File: src/rtl/ahs_pkg.sv
// Package for the axis homing sequencer: field widths, register indexes,
// the one-hot phase type and its conversion to the external phase number.
// No dependencies.
`timescale 1ns / 1ps

package ahs_pkg;

    localparam int JOINT_W = 3;
    localparam int POS_W   = 32;
    localparam int SPEED_W = 16;
    localparam int PHASE_W = 4;
    localparam int CFG_IDX_W  = 3;
    localparam int CFG_DATA_W = 32;

    // Configuration register indexes
    typedef enum logic [CFG_IDX_W-1:0] {
        CFG_JOINT_INDEX     = 3'd0,
        CFG_FAST_SPEED      = 3'd1,
        CFG_SLOW_SPEED      = 3'd2,
        CFG_SEEK_DISTANCE   = 3'd3,
        CFG_RETURN_DISTANCE = 3'd4
    } cfg_idx_t;

    // Homing phases, one-hot
    typedef enum logic [9:0] {
        PH_SEEK_ENTRY = 10'b00_0000_0001,
        PH_SEEK       = 10'b00_0000_0010,
        PH_BACK_ENTRY = 10'b00_0000_0100,
        PH_BACK       = 10'b00_0000_1000,
        PH_APPR_ENTRY = 10'b00_0001_0000,
        PH_APPR       = 10'b00_0010_0000,
        PH_RET_ENTRY  = 10'b00_0100_0000,
        PH_RET        = 10'b00_1000_0000,
        PH_ZERO_WAIT  = 10'b01_0000_0000,
        PH_DONE       = 10'b10_0000_0000
    } phase_t;

    // External phase numbers
    localparam logic [PHASE_W-1:0] PHASE_SEEK_ENTRY = 4'd0;
    localparam logic [PHASE_W-1:0] PHASE_SEEK       = 4'd1;
    localparam logic [PHASE_W-1:0] PHASE_BACK_ENTRY = 4'd2;
    localparam logic [PHASE_W-1:0] PHASE_BACK       = 4'd3;
    localparam logic [PHASE_W-1:0] PHASE_APPR_ENTRY = 4'd4;
    localparam logic [PHASE_W-1:0] PHASE_APPR       = 4'd5;
    localparam logic [PHASE_W-1:0] PHASE_RET_ENTRY  = 4'd6;
    localparam logic [PHASE_W-1:0] PHASE_RET        = 4'd7;
    localparam logic [PHASE_W-1:0] PHASE_ZERO_WAIT  = 4'd8;
    localparam logic [PHASE_W-1:0] PHASE_DONE       = 4'd9;

    function automatic logic [PHASE_W-1:0] phase_code(input phase_t ph);
        logic [PHASE_W-1:0] code;
        unique case (ph)
            PH_SEEK_ENTRY: code = PHASE_SEEK_ENTRY;
            PH_SEEK:       code = PHASE_SEEK;
            PH_BACK_ENTRY: code = PHASE_BACK_ENTRY;
            PH_BACK:       code = PHASE_BACK;
            PH_APPR_ENTRY: code = PHASE_APPR_ENTRY;
            PH_APPR:       code = PHASE_APPR;
            PH_RET_ENTRY:  code = PHASE_RET_ENTRY;
            PH_RET:        code = PHASE_RET;
            PH_ZERO_WAIT:  code = PHASE_ZERO_WAIT;
            PH_DONE:       code = PHASE_DONE;
            default:       code = PHASE_SEEK_ENTRY;
        endcase
        return code;
    endfunction

endpackage

File: src/rtl/ahs_item_if.sv
// Input channel of the axis homing sequencer: one control tick per word.
// Depends on ahs_pkg.
`timescale 1ns / 1ps

interface ahs_item_if
    import ahs_pkg::*;
();
    logic               valid;
    logic               ready;
    logic               mode;
    logic               switch_level;
    logic signed [POS_W-1:0] position;
    logic signed [POS_W-1:0] current_target;
    logic               zero_pending;

    modport source (output valid, mode, switch_level, position, current_target,
                    zero_pending, input ready);
    modport sink   (input valid, mode, switch_level, position, current_target,
                    zero_pending, output ready);
endinterface

File: src/rtl/ahs_result_if.sv
// Result channel of the axis homing sequencer: the writes and requests of one tick.
// Depends on ahs_pkg.
`timescale 1ns / 1ps

interface ahs_result_if
    import ahs_pkg::*;
();
    logic                    valid;
    logic                    ready;
    logic [JOINT_W-1:0]      joint;
    logic                    target_write;
    logic signed [POS_W-1:0] new_target;
    logic                    speed_write;
    logic [SPEED_W-1:0]      speed_value;
    logic                    stop_request;
    logic                    zero_request;
    logic [PHASE_W-1:0]      phase;
    logic                    done_res;

    modport source (output valid, joint, target_write, new_target, speed_write,
                    speed_value, stop_request, zero_request, phase, done_res,
                    input ready);
    modport sink   (input valid, joint, target_write, new_target, speed_write,
                    speed_value, stop_request, zero_request, phase, done_res,
                    output ready);
endinterface

File: src/rtl/ahs_cfg_if.sv
// Configuration write channel of the axis homing sequencer.
// Depends on ahs_pkg.
`timescale 1ns / 1ps

interface ahs_cfg_if
    import ahs_pkg::*;
();
    logic                  valid;
    logic                  ready;
    logic [CFG_IDX_W-1:0]  index;
    logic [CFG_DATA_W-1:0] data;

    modport source (output valid, index, data, input ready);
    modport sink   (input valid, index, data, output ready);
endinterface

File: src/rtl/axis_homing_sequencer.sv
// Axis homing sequencer top level: input register, phase logic, result register.
// Depends on ahs_pkg, ahs_item_if, ahs_result_if and ahs_cfg_if.
`timescale 1ns / 1ps

// Usage
//   items   : one word per control tick (mode, switch level, position, current
//             target, zero pending). Accepted when valid and ready are high.
//   results : one word per accepted item, in order, with the target and speed
//             writes, stop and zero requests, the phase after the tick and done.
//   cfg     : register writes (index 0 joint, 1 fast speed, 2 slow speed,
//             3 seek distance, 4 return distance); always ready. Indexes 5 to 7
//             are ignored. Write only while no item is in flight.
//   Path    : an accepted item is held in the input register, then in the result register.
//   Throughput: one item per cycle while results.ready is high; the phase register is updated as the item
//             passes from the input register to the result register.
//   Stall   : a result held by a low results.ready stays put; the input
//             register still takes one more word if empty, then items.ready drops.
//   Reset   : phase returns to seek entry, configuration registers to 0, both
//             stages empty.
module axis_homing_sequencer
    import ahs_pkg::*;
(
    input  logic          clk,
    input  logic          rst_n,
    ahs_item_if.sink      items,
    ahs_result_if.source  results,
    ahs_cfg_if.sink       cfg
);

    // Configuration registers
    logic [JOINT_W-1:0]      joint_index_reg;
    logic [SPEED_W-1:0]      fast_speed_reg;
    logic [SPEED_W-1:0]      slow_speed_reg;
    logic [POS_W-1:0]        seek_distance_reg;
    logic [POS_W-1:0]        return_distance_reg;

    // Input stage
    logic                    item_valid_reg;
    logic                    item_mode_reg;
    logic                    item_switch_reg;
    logic [POS_W-1:0]        item_position_reg;
    logic [POS_W-1:0]        item_target_reg;
    logic                    item_zpend_reg;

    // Phase state
    phase_t                  phase_reg;
    phase_t                  phase_next;

    // Result stage
    logic                    res_valid_reg;
    logic                    res_twr_reg;
    logic [POS_W-1:0]        res_target_reg;
    logic                    res_swr_reg;
    logic [SPEED_W-1:0]      res_speed_reg;
    logic                    res_stop_reg;
    logic                    res_zreq_reg;
    logic [PHASE_W-1:0]      res_phase_reg;

    // Combinational results of one tick
    logic                    twr_next;
    logic [POS_W-1:0]        target_next;
    logic                    swr_next;
    logic [SPEED_W-1:0]      speed_next;
    logic                    stop_next;
    logic                    zreq_next;
    logic [POS_W-1:0]        offset;
    phase_t                  phase_start;

    logic                    res_free;
    logic                    advance;

    // Flow control
    assign res_free    = !res_valid_reg || results.ready;
    assign advance     = item_valid_reg && res_free;
    assign items.ready = !item_valid_reg || res_free;
    assign cfg.ready   = 1'b1;

    // Configuration writes
    always_ff @(posedge clk or negedge rst_n)
    begin
        if (!rst_n)
        begin
            joint_index_reg     <= '0;
            fast_speed_reg      <= '0;
            slow_speed_reg      <= '0;
            seek_distance_reg   <= '0;
            return_distance_reg <= '0;
        end
        else if (cfg.valid)
        begin
            unique case (cfg.index)
                CFG_JOINT_INDEX:     joint_index_reg     <= cfg.data[JOINT_W-1:0];
                CFG_FAST_SPEED:      fast_speed_reg      <= cfg.data[SPEED_W-1:0];
                CFG_SLOW_SPEED:      slow_speed_reg      <= cfg.data[SPEED_W-1:0];
                CFG_SEEK_DISTANCE:   seek_distance_reg   <= cfg.data[POS_W-1:0];
                CFG_RETURN_DISTANCE: return_distance_reg <= cfg.data[POS_W-1:0];
                default: ;
            endcase
        end
    end

    // Input register
    always_ff @(posedge clk or negedge rst_n)
    begin
        if (!rst_n)
        begin
            item_valid_reg <= 1'b0;
        end
        else if (items.ready)
        begin
            item_valid_reg <= items.valid;
        end
    end

    always_ff @(posedge clk)
    begin
        if (items.ready && items.valid)
        begin
            item_mode_reg     <= items.mode;
            item_switch_reg   <= items.switch_level;
            item_position_reg <= items.position;
            item_target_reg   <= items.current_target;
            item_zpend_reg    <= items.zero_pending;
        end
    end

    // Phase logic for one tick; restart forces seek entry first
    always_comb
    begin
        phase_start = item_mode_reg ? PH_SEEK_ENTRY : phase_reg;
        phase_next  = phase_start;
        twr_next    = 1'b0;
        swr_next    = 1'b0;
        speed_next  = '0;
        stop_next   = 1'b0;
        zreq_next   = 1'b0;
        offset      = '0;
        unique case (phase_start)
            PH_SEEK_ENTRY:
            begin
                swr_next   = 1'b1;
                speed_next = fast_speed_reg;
                twr_next   = 1'b1;
                offset     = seek_distance_reg;
                phase_next = PH_SEEK;
            end
            PH_SEEK:
            begin
                if (!item_switch_reg)
                begin
                    stop_next  = 1'b1;
                    phase_next = PH_BACK_ENTRY;
                end
            end
            PH_BACK_ENTRY:
            begin
                // entry falls through into the release check in the same tick
                swr_next   = 1'b1;
                speed_next = slow_speed_reg;
                twr_next   = 1'b1;
                offset     = -{seek_distance_reg[POS_W-2:0], 1'b0};
                phase_next = PH_BACK;
                if (item_switch_reg)
                begin
                    stop_next  = 1'b1;
                    phase_next = PH_APPR_ENTRY;
                end
            end
            PH_BACK:
            begin
                if (item_switch_reg)
                begin
                    stop_next  = 1'b1;
                    phase_next = PH_APPR_ENTRY;
                end
            end
            PH_APPR_ENTRY:
            begin
                twr_next   = 1'b1;
                offset     = {seek_distance_reg[POS_W-2:0], 1'b0};
                phase_next = PH_APPR;
            end
            PH_APPR:
            begin
                if (!item_switch_reg)
                begin
                    stop_next  = 1'b1;
                    phase_next = PH_RET_ENTRY;
                end
            end
            PH_RET_ENTRY:
            begin
                swr_next   = 1'b1;
                speed_next = fast_speed_reg;
                twr_next   = 1'b1;
                offset     = return_distance_reg;
                phase_next = PH_RET;
            end
            PH_RET:
            begin
                if (item_target_reg == item_position_reg)
                begin
                    zreq_next  = 1'b1;
                    phase_next = PH_ZERO_WAIT;
                end
            end
            PH_ZERO_WAIT:
            begin
                if (!item_zpend_reg)
                begin
                    phase_next = PH_DONE;
                end
            end
            PH_DONE: ;
            default: ;
        endcase
        // idle target field reads as zero
        target_next = twr_next ? (item_target_reg + offset) : '0;
    end

    // Phase register
    always_ff @(posedge clk or negedge rst_n)
    begin
        if (!rst_n)
        begin
            phase_reg <= PH_SEEK_ENTRY;
        end
        else if (advance)
        begin
            phase_reg <= phase_next;
        end
    end

    // Result register
    always_ff @(posedge clk or negedge rst_n)
    begin
        if (!rst_n)
        begin
            res_valid_reg <= 1'b0;
        end
        else if (res_free)
        begin
            res_valid_reg <= item_valid_reg;
        end
    end

    always_ff @(posedge clk)
    begin
        if (advance)
        begin
            res_twr_reg    <= twr_next;
            res_target_reg <= target_next;
            res_swr_reg    <= swr_next;
            res_speed_reg  <= speed_next;
            res_stop_reg   <= stop_next;
            res_zreq_reg   <= zreq_next;
            res_phase_reg  <= phase_code(phase_next);
        end
    end

    // Result word
    assign results.valid        = res_valid_reg;
    assign results.joint        = joint_index_reg;
    assign results.target_write = res_twr_reg;
    assign results.new_target   = res_target_reg;
    assign results.speed_write  = res_swr_reg;
    assign results.speed_value  = res_speed_reg;
    assign results.stop_request = res_stop_reg;
    assign results.zero_request = res_zreq_reg;
    assign results.phase        = res_phase_reg;
    assign results.done_res     = (res_phase_reg == PHASE_DONE);

    // Checks
    a_restart_to_seek: assert property (@(posedge clk) disable iff (!rst_n)
        advance && item_mode_reg |=> phase_reg == PH_SEEK && res_phase_reg == PHASE_SEEK)
        else $error("restart did not land in the seek phase");

    a_phase_tracks: assert property (@(posedge clk) disable iff (!rst_n)
        advance |=> res_phase_reg == phase_code(phase_reg))
        else $error("result phase differs from phase register");

    a_zero_req_phase: assert property (@(posedge clk) disable iff (!rst_n)
        res_valid_reg && res_zreq_reg |-> res_phase_reg == PHASE_ZERO_WAIT)
        else $error("zero request outside the zero wait phase");

    a_idle_target: assert property (@(posedge clk) disable iff (!rst_n)
        res_valid_reg && !res_twr_reg |-> res_target_reg == '0)
        else $error("idle target field not zero");

endmodule
File: src/flat_wrapper.sv
// flat-port wrapper written by rule: the top's interface ports become plain ports
module axis_homing_sequencer_flat import ahs_pkg::*;
  (clk, rst_n, items_valid, items_mode, items_switch_level, items_position, items_current_target, items_zero_pending, items_ready, results_valid, results_joint, results_target_write, results_new_target, results_speed_write, results_speed_value, results_stop_request, results_zero_request, results_phase, results_done_res, results_ready, cfg_valid, cfg_index, cfg_data, cfg_ready);
  ahs_item_if items_i ();
  ahs_result_if results_i ();
  ahs_cfg_if cfg_i ();
  input  logic clk;
  input  logic rst_n;
  input wire logic [$bits(items_i.valid)-1:0] items_valid;
  input wire logic [$bits(items_i.mode)-1:0] items_mode;
  input wire logic [$bits(items_i.switch_level)-1:0] items_switch_level;
  input wire logic [$bits(items_i.position)-1:0] items_position;
  input wire logic [$bits(items_i.current_target)-1:0] items_current_target;
  input wire logic [$bits(items_i.zero_pending)-1:0] items_zero_pending;
  output wire logic [$bits(items_i.ready)-1:0] items_ready;
  output wire logic [$bits(results_i.valid)-1:0] results_valid;
  output wire logic [$bits(results_i.joint)-1:0] results_joint;
  output wire logic [$bits(results_i.target_write)-1:0] results_target_write;
  output wire logic [$bits(results_i.new_target)-1:0] results_new_target;
  output wire logic [$bits(results_i.speed_write)-1:0] results_speed_write;
  output wire logic [$bits(results_i.speed_value)-1:0] results_speed_value;
  output wire logic [$bits(results_i.stop_request)-1:0] results_stop_request;
  output wire logic [$bits(results_i.zero_request)-1:0] results_zero_request;
  output wire logic [$bits(results_i.phase)-1:0] results_phase;
  output wire logic [$bits(results_i.done_res)-1:0] results_done_res;
  input wire logic [$bits(results_i.ready)-1:0] results_ready;
  input wire logic [$bits(cfg_i.valid)-1:0] cfg_valid;
  input wire logic [$bits(cfg_i.index)-1:0] cfg_index;
  input wire logic [$bits(cfg_i.data)-1:0] cfg_data;
  output wire logic [$bits(cfg_i.ready)-1:0] cfg_ready;
  assign items_i.valid = items_valid;
  assign items_i.mode = items_mode;
  assign items_i.switch_level = items_switch_level;
  assign items_i.position = items_position;
  assign items_i.current_target = items_current_target;
  assign items_i.zero_pending = items_zero_pending;
  assign items_ready = items_i.ready;
  assign results_valid = results_i.valid;
  assign results_joint = results_i.joint;
  assign results_target_write = results_i.target_write;
  assign results_new_target = results_i.new_target;
  assign results_speed_write = results_i.speed_write;
  assign results_speed_value = results_i.speed_value;
  assign results_stop_request = results_i.stop_request;
  assign results_zero_request = results_i.zero_request;
  assign results_phase = results_i.phase;
  assign results_done_res = results_i.done_res;
  assign results_i.ready = results_ready;
  assign cfg_i.valid = cfg_valid;
  assign cfg_i.index = cfg_index;
  assign cfg_i.data = cfg_data;
  assign cfg_ready = cfg_i.ready;
  axis_homing_sequencer u_core (.clk(clk), .rst_n(rst_n), .items(items_i), .results(results_i), .cfg(cfg_i));
endmodule
File: config.mk
export PLATFORM = sky130hd
export DESIGN_NAME = axis_homing_sequencer_flat
export DESIGN_NICKNAME = d
export VERILOG_FILES = /design/src/rtl/ahs_pkg.sv /design/src/rtl/ahs_item_if.sv /design/src/rtl/ahs_result_if.sv /design/src/rtl/ahs_cfg_if.sv /design/src/rtl/axis_homing_sequencer.sv /design/src/flat_wrapper.sv
export SDC_FILE = /design/constraint.sdc
export NUM_CORES = 1
export LEC_CHECK = 0
export CAP_MARGIN = 20
export CORE_MARGIN = 2
export CORE_UTILIZATION = 25
export DETAILED_ROUTE_END_ITERATION = 10
export DONT_BUFFER_PORTS = 1
export PLACE_DENSITY = 0.45
export SYNTH_ARGS = -nofsm -noshare
export SYNTH_HDL_FRONTEND = slang
export SYNTH_SLANG_ARGS = --single-unit
File: constraint.sdc
create_clock -name clk -period 12.1 [get_ports clk]
set_clock_uncertainty 0.1 [all_clocks]
set_input_delay 0.605 -clock clk [delete_from_list [all_inputs] [get_ports clk]]
set_output_delay 0.605 -clock clk [all_outputs]
set_load 0.02 [all_outputs]
Word level (Yosys, flattened, before mapping)
Cells that the tools add are included.
Operators by class
  $add $sub $neg: 2
  $mul: 0
  divide/modulo/power cells: 0
  order comparisons: 0
  equality and inequality tests: 24
  shifts and indexed selects: 0
  multiplexer cells: 17
  bitwise logic cells: 0
  reductions and logical operators: 17
Operator list (count)
  $pmux 32 s4: 1
  $pmux 10 s9: 1
  $mux 10: 6
  $pmux 4 s9: 1
  $add 32x32->32: 1
  $eq 32x32->1: 1
  $neg 32->32: 1
  $pmux 16 s2: 1
  $eq 10x2->1 const B: 2
  $eq 10x3->1 const B: 2
  $eq 10x4->1 const B: 2
  $eq 10x5->1 const B: 2
  $eq 10x6->1 const B: 2
  $eq 10x7->1 const B: 2
  $eq 10x8->1 const B: 2
  $eq 10x9->1 const B: 2
  $eq 10x1->1 const B: 1
  $eq 10x10->1 const B: 1
  $reduce_and 2->1: 5
  $eq 3x2->1 const B: 2
  $reduce_or 2->1: 3
  $mux 1: 5
  $mux 5: 1
  $eq 4x4->1 const B: 1
  9 further kinds: 12
Word-level totals
  register bits: 234
  latch bits: 0
  RAM bits: 0
  bits in read-only memories: 0
  input port bits: 107
  output and inout bits: 63
  logic and storage cells: 80
  memories kept: 0

Longest topological paths before layout
Gate-level depths: netlist of the first run.
  depth in word-level cells: 5
  gate-level depth with buffers: 21
  depth with buffers taken out: 21

Least setup slack after synthesis of the first run
No wires, ideal clock.
  path type: flip-flop to flip-flop
  start: register u_core.seek_distance_reg[0]
  end: register u_core.res_target_reg[29] (netlist: u_core.results.new_target[29]) (data pin)
  setup time: 270 ps
  data arrival time: 4469 ps
  data required time: 11730 ps
  setup slack: 7261 ps
  stages on the path, launching flop included: 21
  buffers on the path: 0
  period minus slack after synthesis: 4839 ps
  cell sequence: dfrtp_1 inv_1 ha_1 or3b_1 or4b_1 or3_1 or3_1 nor3_1 xor2_1 o21ai_0 ha_1 a21o_1 a21o_1 a21o_1 a2111oi_0 o21ai_0 o21bai_1 a21boi_0 o21bai_1 a21o_1 a21oi_1
Between the ends
  cells in the longest elaborated chain, start to end: 3
Ends and longest elaborated chain
  from (decl): RTL line axis_homing_sequencer.sv:34  | logic [POS_W-1:0] seek_distance_reg;
  from (signal assigned): RTL line axis_homing_sequencer.sv:95  | CFG_SEEK_DISTANCE: seek_distance_reg <= cfg.data[POS_W-1:0];
  $neg 32->32: RTL line axis_homing_sequencer.sv:161  | offset = -{seek_distance_reg[POS_W-2:0], 1'b0};
  $pmux 32 s4 (*): RTL line axis_homing_sequencer.sv:138  | unique case (phase_start)
  $add 32x32->32 (*): RTL line axis_homing_sequencer.sv:218  | target_next = twr_next ? (item_target_reg + offset) : '0;
  to (signal assigned): RTL line axis_homing_sequencer.sv:252  | res_target_reg <= target_next;
  to (decl): RTL line axis_homing_sequencer.sv:52  | logic [POS_W-1:0] res_target_reg;
Mark *: on every way between the ends. The rest lies on a longest branch, timed or not.
A chain may end at the register's enable or synchronous reset.

Worst setup path in the final report of the first run
  start: register u_core.seek_distance_reg[7]
  end: register u_core.res_target_reg[31] (netlist: u_core.results.new_target[31]) (data pin)
The elaborated chain is that of the path after synthesis.

==> results of run 1 <==
-- worst reg2reg max path: cells and delay by family, from the launching register on --
kind | cells | cell delay [ps]
AOI/OAI and AO/OA | 5 | 1360
DFF | 1 | 450
adders and majority gates | 1 | 400
xor gates and xnor gates | 1 | 170
and+or+nand+nor | 11 | 2830
-- cells by family (layout without fill, tap and decap cells) --
kind of cell,count (synthesis),after routing,synth area share
multiplexers,100,100,0.0947
other,1,2,0.000316
AO/OA/AOI/OAI,223,223,0.128
buffers and inverters,63,131,0.0211
XOR/XNOR,72,72,0.0531
adder cells (fa/ha/maj),33,33,0.0354
AND/OR/NAND/NOR,273,273,0.123
flip-flops,234,234,0.545
-- per-layer routing --
layer | wire (um) | vias up
met5 | 0 | -
met1 | 15000 | 3967
met3 | 2050 | 37
met4 | 722 | 0
met2 | 16600 | 206
li1 | - | 3825
-- what timing repair did --
item / in CTS / in global routing
setup endpoints to repair: 0 / 0
hold buffers: 46 / 0
endpoints found under the hold margin: 155 / 0
gates resized for setup: 0 / 0
-- placed cells by master, fill, tap and decap left out, types with 4 or more instances in the layout --
| cell type | instances |
|---|---|
| edfxtp_1 | 123 |
| dfrtp_1 | 110 |
| mux2_2 | 99 |
| nor2_1 | 74 |
| nand2_1 | 53 |
| xnor2_1 | 48 |
| o21ai_0 | 46 |
| dlygate4sd3_1 | 45 |
| a21oi_1 | 43 |
| ha_1 | 32 |
| a22o_1 | 31 |
| clkbuf_16 | 30 |
| xor2_1 | 24 |
| a21o_1 | 23 |
| inv_1 | 20 |
| nor3_1 | 19 |
| nand3_1 | 19 |
| a22oi_1 | 16 |
| or3_1 | 16 |
| nand4_1 | 13 |
| o211ai_1 | 12 |
| nand2b_1 | 11 |
| and3_1 | 10 |
| nor2b_1 | 9 |
| buf_4 | 9 |
| nor4_1 | 8 |
| o21ai_1 | 8 |
| and2_1 | 5 |
| nor2_2 | 5 |
| clkinv_2 | 5 |
| bufinv_16 | 5 |
| clkinv_1 | 5 |
| clkbuf_1 | 5 |
| o31a_1 | 4 |
| o21a_1 | 4 |
| o21bai_1 | 4 |
-- path summary, 6_finish.rpt --
check,slack (ps),cells past startpoint,end,start
min reg2reg,410,1,u_core.fast_speed_reg[0],u_core.fast_speed_reg[0]
min,30,0,u_core.item_mode_reg,items_mode
max in group asynchronous,10830,2,u_core.seek_distance_reg[27],rst_n
min in group asynchronous,500,2,u_core.fast_speed_reg[2],rst_n
max,6520,18,u_core.results.new_target[31],u_core.seek_distance_reg[7]
max reg2reg,6520,18,u_core.results.new_target[31],u_core.seek_distance_reg[7]
-- cell type report --
class | count | area (um^2)
well taps | 607 | 759
diodes | 1 | 2.50
clock buffers | 35 | 769
clock inverters | 20 | 246
inverters | 21 | 78.8
multi-input cells | 702 | 5170
flip-flops and latches | 234 | 6470
fillers | 4727 | 32700
repair buffers | 55 | 546
-- power groups by stage --
| stage | Sequential [mW] | Combinational (mW) | Clock [mW] |
|---|---|---|---|
| final | 1.15 | 0.516 | 0.922 |
| after global routing | 1.17 | 0.580 | 0.983 |
| after detailed placement | 1.17 | 0.501 | 0 |
| after floorplan | 1.12 | 0.402 | 0 |
| after CTS | 1.15 | 0.526 | 0.955 |
| after global placement | 1.17 | 0.500 | 0 |
==> key figures, run 1 <==
Global routing
  – Met2 Resource Use GR: 0.230
  – Met3 Track Usage GR: 0.0338
  – Vias in the first global route: 8102
  – M1 GR Usage: 0.175
  – First-pass GRT wire length: 51.2 mm
  – Pin count of the biggest net entering global routing: 112
  – Most Used Layer, Global Route: met2
  – GRT Util Overall: 0.136
  – Initial antenna violation count: 0
  – Congestion Overflow GR: 0

Floorplan
  – Num rows: 79
  – I/O pin count: 170
  – Die Area: 49300 um^2
  – Die Y: 222 um
  – Starting Density: 0.254
  – Die W: 222 um
  – Core box area: 46800 um^2

STA
  – Final slew viol count: 0
  – Worst Max-Slew Pin Slew: 1070 ps
  – Endpoints failing hold: 0
  – Final min period: 5580 ps
  – Setup TNS: 0 ps
  – WHS: 34.3 ps
  – FMAX: 179 MHz
  – Period utilization: 0.461
  – Finish-stage setup viols: 0
  – Final worst setup slack: 6520 ps
  – Slew margin rel.: 0.290
  – RSZ-0062 raised after global routing: false

Run status
  – Status: finished clean

Drt
  – Via density: 4.80
  – Initial drt markers: 616
  – Wire per inst: 20.5 um
  – Final wirelength: 34.4 mm
  – Drc violations: 0
  – TritonRoute pass-1 iters: 6
  – Final ANT Viol Nets: 0
  – Vias: 8035

Pwr
  – Net Sw Frac: 0.304
  – Pint: 1.80 mW
  – Leak Pwr: 5.39 nW
  – Clk pwr share: 0.356
  – Combinational share of power: 0.199
  – Pwr dens: 184 nW/um^2
  – Worst IR Drop VDD: 0.119 mV
  – Power, Total: 2.59 mW
  – Seq pwr share: 0.444
  – Sw Pwr: 786 uW

Worst setup path
  – CP max-delay cell: a211oi_1
  – Worst setup SP type: flip-flop
  – CP Max Fanout: 7
  – Most frequent CP cell: or3_1
  – WP buf/inv: 0
  – CP Capture Type: flip-flop
  – Crit Path Category: flip-flop to flip-flop
  – CP Cell Sequence: or3_1 -> nand2b_1 -> or3_1 -> or3_1 -> or3_1 -> or3_1 -> nand2_1 -> o211ai_1 -> ha_1 -> and4_1 -> and3_1 -> nand2_1 -> a211oi_1 -> o21bai_1 -> a21boi_0 -> a21oi_1 -> xnor2_1 -> nor2_1
  – Max incr delay on CP: 550 ps
  – CP top delay family: simple AND/OR/NAND/NOR gates
  – Req. time, crit path: 12310 ps
  – Worst EP arrival: 5780 ps

Place
  – GPL Wtd Cong: 0.832
  – I/O Buffers: 0
  – Area after DPL: 12600 um^2
  – Number of cells after detailed placement: 1573
  – Setup slack at placement: 6640 ps
  – DP Wirelength: 24.5 mm

Clocking
  – H-tree lvl count: 1
  – Worst-Skew Late Latency: 580 ps
  – Post-CTS setup buffer count: 0
  – CTS tree: built
  – Root buffer cell: clkbuf_16
  – Clock transition at path regs: 60 ps
  – TritonCTS Buffers: 30
  – CTS Buffer Depth: 3
  – Clk sink count: 234

Synth
  – Yosys cell types: 81
  – Most frequent cells after synthesis: 123 x edfxtp_1, 110 x dfrtp_1, 99 x mux2_2
  – Mapped cell area: 11900 um^2
  – Synth Flop Type: edfxtp_1
  – Most common cell in the netlist: edfxtp_1
  – Synth Register Bits: 234
  – Post-synthesis cell count: 999
  – Sequential area share after synthesis: 0.545
  – Top-area cell type share of the netlist area: 0.311
  – Synthesized area per cell: 11.9 um^2
  – Area contributors post-synth: edfxtp_1 31%, dfrtp_1 23%, mux2_2 9.4%
  – Fraction of registers with async set/reset: 0.474
  – Count of flip-flops with a built-in enable after synthesis: 123
  – Post-synthesis net count: 1139
  – Yosys warns: 0
  – Largest area contributor in the netlist: edfxtp_1

Run
  – Max cap viols: 0

Cells and area
  – Post-route cell area: 14000 um^2
  – Final net count: 1184
  – Area delta synth->final: 18.2%
  – Layout cell share with drive strength beyond 1: 0.164
  – Layout Utilization: 0.300
  – Non-filler cells, final: 1675

Hold path
  – Hold Crit Class: primary input to flip-flop
(Power assumes the default switching activity.)
==> inputs of run 2 (changes only) <==
--- a/config.mk
+++ b/config.mk
@@ -10,7 +10,7 @@
 export CORE_UTILIZATION = 25
 export DETAILED_ROUTE_END_ITERATION = 10
 export DONT_BUFFER_PORTS = 1
-export PLACE_DENSITY = 0.45
+export PLACE_DENSITY = 0.47
 export SYNTH_ARGS = -nofsm -noshare
 export SYNTH_HDL_FRONTEND = slang
 export SYNTH_SLANG_ARGS = --single-unit
==> constraint.sdc (replaced) <==
create_clock -name clk -period 4.7 [get_ports clk]
set_clock_uncertainty 0.1 [all_clocks]
set_input_delay 0.235 -clock clk [delete_from_list [all_inputs] [get_ports clk]]
set_output_delay 0.235 -clock clk [all_outputs]
set_load 0.02 [all_outputs]
==> key figures, run 2 (same netlist as run 1, synthesis figures left out) <==
Hold path
  – Hold Crit Class: primary input to flip-flop

Run
  – Max cap viols: 0

Place
  – I/O Buffers: 0
  – Setup slack at placement: -187 ps
  – GPL Wtd Cong: 0.853
  – DP Wirelength: 25.9 mm
  – Number of cells after detailed placement: 1633

Cells and area
  – Final net count: 1309
  – Commonest non-fill, non-tap cell in the layout: edfxtp_1
  – Area delta synth->final: 27.7%
  – Layout Utilization: 0.325
  – Area of the multi-input gates: 5280 um^2
  – Non-filler cells, final: 1800
  – Sequential cell area: 6470 um^2
  – Fillers: 4734
  – Commonest cells after routing, fill and taps aside: 123 x edfxtp_1, 110 x dfrtp_1, 106 x dlygate4sd3_1, 99 x mux2_2
  – Layout cell share with drive strength beyond 1: 0.215

Drt
  – Via density: 4.81
  – Final ANT Viol Nets: 0
  – Final wirelength: 36.4 mm
  – Drc violations: 0
  – TritonRoute pass-1 iters: 5
  – Wire per inst: 20.2 um
  – Vias: 8661
  – Initial drt markers: 583

Clocking
  – Worst-Skew Late Latency: 570 ps
  – Clk sink count: 234
  – Root buffer cell: clkbuf_16
  – CTS Buffer Depth: 3
  – TritonCTS Buffers: 29
  – Clock transition at path regs: 60 ps
  – CTS tree: built
  – H-tree lvl count: 1

Run status
  – Violated checks: setup timing
  – Status: finished with violations

Floorplan
  – Starting Density: 0.254
  – Die Area: 49300 um^2
  – Core box area: 46800 um^2
  – I/O pin count: 170
  – Num rows: 79
  – Die W: 222 um
  – Die Y: 222 um

STA
  – Final min period: 4750 ps
  – Endpoints failing hold: 0
  – WHS: 37.1 ps
  – Worst Max-Slew Pin Slew: 1050 ps
  – Final slew viol count: 0
  – Finish-stage setup viols: 5
  – Final worst setup slack: -45.7 ps
  – RSZ-0062 raised after global routing: true
  – Period utilization: 1.01
  – FMAX: 211 MHz
  – Slew margin rel.: 0.301

Worst setup path
  – Worst EP arrival: 4950 ps
  – Crit Path Category: flip-flop to flip-flop
  – Critical path endpoint: u_core.results.new_target[30]
  – CP Max Fanout: 4
  – R2R Path Start: u_core.seek_distance_reg[6]
  – Reg2Reg Depth: 19
  – Critical Path Start: u_core.seek_distance_reg[6]
  – R2R setup slack: -50 ps
  – Req. time, crit path: 4910 ps
  – Reg2reg end: u_core.results.new_target[30]
  – CP Capture Type: flip-flop
  – Worst setup SP type: flip-flop

Global routing
  – GRT Util Overall: 0.147
  – Initial antenna violation count: 4
  – Congestion Overflow GR: 0
  – Vias in the first global route: 8933
  – Pin count of the biggest net entering global routing: 112
  – First-pass GRT wire length: 55.6 mm

Pwr
  – Leak Pwr: 5.94 nW
  – Power, Total: 6.78 mW
  – Worst IR Drop VDD: 0.269 mV
  – Pwr dens: 447 nW/um^2
run 2: cell types whose count changed in the layout (fill, tap and decap cells not counted), sizes merged:
cell | previous run | this run
dlygate4sd3 | 45 | 106
clkinv | 12 | 14
inv | 23 | 22
clkbuf | 35 | 34
bufinv | 5 | 4
buf | 10 | 75
run 2: timing repair:
item	4_1_cts	5_1_grt
endpoints found under the hold margin	279	0
gates resized for setup	11	15
pin swaps	9	10
setup endpoints to repair	7	15
buffers inserted	2	3
hold buffers	107	0
run 2: worst min path at each step:
stage / slack, ps / from / endpoint / cells past startpoint
floorplan: -160 / rst_n / u_core.fast_speed_reg[0] / 0
global placement: -150 / rst_n / u_core.fast_speed_reg[4] / 0
detailed placement: -160 / rst_n / u_core.results.joint[0] / 0
CTS: 30 / cfg_index[0] / u_core.slow_speed_reg[0] / 2
global route: 30 / cfg_index[0] / u_core.slow_speed_reg[0] / 2
finish: 40 / cfg_index[0] / u_core.slow_speed_reg[0] / 2
run 2: routing by layer:
metal	vias up	track usage	part of all wire
met5	-	0	0.0012
met4	6	0.0429	0.028
met3	56	0.0330	0.052
li1	4072	-	-
met2	224	0.249	0.49
met1	4303	0.188	0.43
run 2: cell type report:
type,instances,area share
repair buffers,181,0.108
well taps,607,0.0500
clock inverters,20,0.0134
clock buffers,34,0.0490
diodes,1,0.000165
multi-input cells,702,0.347
inverters,21,0.00519
flip-flops and latches,234,0.426
run 2: report_power, final:
group | internal, mW | total (mW) | switching [mW] | leakage [nW]
logic | 0.773 | 1.59 | 0.818 | 2.94
clock network | 1.35 | 2.25 | 0.905 | 0.461
registers | 2.57 | 2.94 | 0.372 | 2.54
total | 4.68 | 6.78 | 2.09 | 5.94
run 2: through the flow:
| stage | instance area, um^2 | TNS [ps] |
|---|---|---|
| detailed placement | 13000 | -715 |
| global placement | 13000 | -371 |
| global route | 15200 | -1830 |
| CTS | 15100 | -105 |
| finish | 15200 | -139 |
| floorplan | 11900 | 0 |
run 2: critical path, stage by stage (launching register included):
cell and delay (ps):
dfrtp_1 380, or3_1 400, nand2b_1 160, or3_1 370, or3_1 350, or3_1 370
or3_4 370, nand2_1 80, o211ai_1 80, ha_1 350, and4_1 230, and3_4 210
inv_1 60, nor2_1 100, o211ai_1 110, o211a_1 200, o211ai_1 250, o22ai_1 120
xor2_1 160, nor2_1 50
==> inputs of run 3 (changes only) <==
--- a/config.mk
+++ b/config.mk
@@ -10,6 +10,7 @@
 export CORE_UTILIZATION = 25
 export DETAILED_ROUTE_END_ITERATION = 10
 export DONT_BUFFER_PORTS = 1
+export MAX_ROUTING_LAYER = met4
 export PLACE_DENSITY = 0.47
 export SYNTH_ARGS = -nofsm -noshare
 export SYNTH_HDL_FRONTEND = slang
==> key figures, run 3 (same netlist as run 1, synthesis figures left out) <==
Drt
  – Highest metal used: met4
  – Metal3 WL: 1.72 mm
  – Initial drt markers: 576
  – Met1 Wirelength: 16.1 mm
  – Wire length on met2: 17.7 mm
  – Drc violations: 0
  – Wire per inst: 20.2 um
  – TritonRoute pass-1 iters: 5
  – Via density: 4.79
  – Vias: 8648
  – Final wirelength: 36.5 mm
  – Final ANT Viol Nets: 0

Worst setup path
  – Worst setup SP type: flip-flop
  – Most frequent CP cell: or3_1
  – CP Capture Type: flip-flop
  – WP buf/inv: 1
  – CP max-delay cell: or3_1
  – Crit Path Category: flip-flop to flip-flop
  – Worst EP arrival: 4940 ps
  – Critical Path Start: u_core.seek_distance_reg[6]
  – Req. time, crit path: 4900 ps
  – CP top delay family: simple AND/OR/NAND/NOR gates
  – Max incr delay on CP: 400 ps
  – R2R Path Start: u_core.seek_distance_reg[6]
  – CP Max Fanout: 4
  – CP Cell Sequence: or3_1 -> nand2b_1 -> or3_1 -> or3_1 -> or3_1 -> or3_4 -> nand2_1 -> o211ai_1 -> ha_1 -> and4_1 -> and3_4 -> inv_1 -> nor2_1 -> o211ai_1 -> o211a_1 -> o211ai_1 -> o22ai_1 -> xor2_1 -> nor2_1

Floorplan
  – Die Area: 49300 um^2
  – Num rows: 79
  – Die W: 222 um
  – Starting Density: 0.254
  – Core box area: 46800 um^2
  – Die Y: 222 um
  – I/O pin count: 170

STA
  – Final worst setup slack: -36.3 ps
  – Final min period: 4740 ps
  – Worst Max-Slew Pin Slew: 1040 ps
  – Slew margin rel.: 0.305
  – Endpoints failing hold: 0
  – RSZ-0062 raised after global routing: true
  – Finish-stage setup viols: 5
  – Period utilization: 1.01
  – FMAX: 211 MHz
  – Final slew viol count: 0

Pwr
  – Power, Total: 6.78 mW
  – Pwr dens: 446 nW/um^2
  – Leak Pwr: 5.94 nW
  – Worst IR Drop VDD: 0.267 mV

Cells and area
  – Layout cell share with drive strength beyond 1: 0.215
  – Commonest cells after routing, fill and taps aside: 123 x edfxtp_1, 110 x dfrtp_1, 106 x dlygate4sd3_1, 99 x mux2_2
  – Commonest non-fill, non-tap cell in the layout: edfxtp_1
  – Non-filler cells, final: 1804
  – Final net count: 1309
  – Area delta synth->final: 27.8%

Clocking
  – H-tree lvl count: 1
  – CTS Buffer Depth: 3
  – Root buffer cell: clkbuf_16
  – CTS tree: built
  – Clock transition at path regs: 60 ps
  – Worst-Skew Late Latency: 570 ps
  – TritonCTS Buffers: 29
  – Clk sink count: 234

Hold path
  – Hold path startpoint: cfg_index[0]
  – Hold Crit Class: primary input to flip-flop

Global routing
  – Pin count of the biggest net entering global routing: 112
  – Vias in the first global route: 8922
  – GRT Util Overall: 0.152
  – Congestion Overflow GR: 0
  – Initial antenna violation count: 4
  – First-pass GRT wire length: 55.6 mm

Place
  – Number of cells after detailed placement: 1633
  – I/O Buffers: 0
  – DP Wirelength: 25.9 mm
  – GPL Wtd Cong: 0.867

Run status
  – Status: finished with violations
  – Violated checks: setup timing

Run
  – Max cap viols: 0
-- run 3: changes by cell type in the layout (fill, tap and decap cells not counted) --
| cell | delta |
|---|---|
| diode_2 | +4 |
-- run 3: layout make-up --
cell class,instances,area [um^2]
repair buffers,181,1640
flip-flops and latches,234,6470
fillers,4733,31600
clock buffers,34,744
clock inverters,20,204
inverters,21,78.8
well taps,607,759
diodes,5,12.5
multi-input cells,702,5280
-- run 3: final timing paths --
path	endpoint	slack, ps	cells past startpoint
worst min register to register	u_core.results.valid	400	1
min in group asynchronous	u_core.results.joint[0]	130	2
worst max register to register	u_core.results.new_target[30]	-40	19
worst max-delay path	u_core.results.new_target[30]	-40	19
worst min-delay path	u_core.slow_speed_reg[0]	40	2
max in group asynchronous	u_core.return_distance_reg[26]	3800	2
-- run 3: report_power, final --
group | switching, mW | leakage, nW | internal [mW]
logic | 0.817 | 2.94 | 0.773
clock network | 0.902 | 0.461 | 1.35
registers | 0.373 | 2.54 | 2.57
total | 2.09 | 5.94 | 4.68
-- run 3: what timing repair did --
action	CTS	global route
endpoints found under the hold margin	279	0
setup buffers	2	3
hold buffers	107	0
pin swaps	9	10
endpoints found under the setup margin	7	15
gates resized for setup	11	15
-- run 3: per-layer routing --
metal  track usage  up-vias
met5             -        -
met4        0.0429        0
met1         0.188     4320
li1              -     4079
met3        0.0326       50
met2         0.248      199
-- run 3: per-stage QoR --
stage	instance area [um^2]	setup WS, ps	TNS (ps)	hold WS, ps	utilization
after floorplan	11900	15.1	0	-161	-
after global placement	13000	-153	-371	-155	0.278
after detailed placement	13000	-187	-715	-158	0.278
after CTS	15100	-50.4	-105	28.7	0.323
after global routing	15200	-325	-1830	33.5	0.325
final	15200	-36.3	-114	40.1	0.325
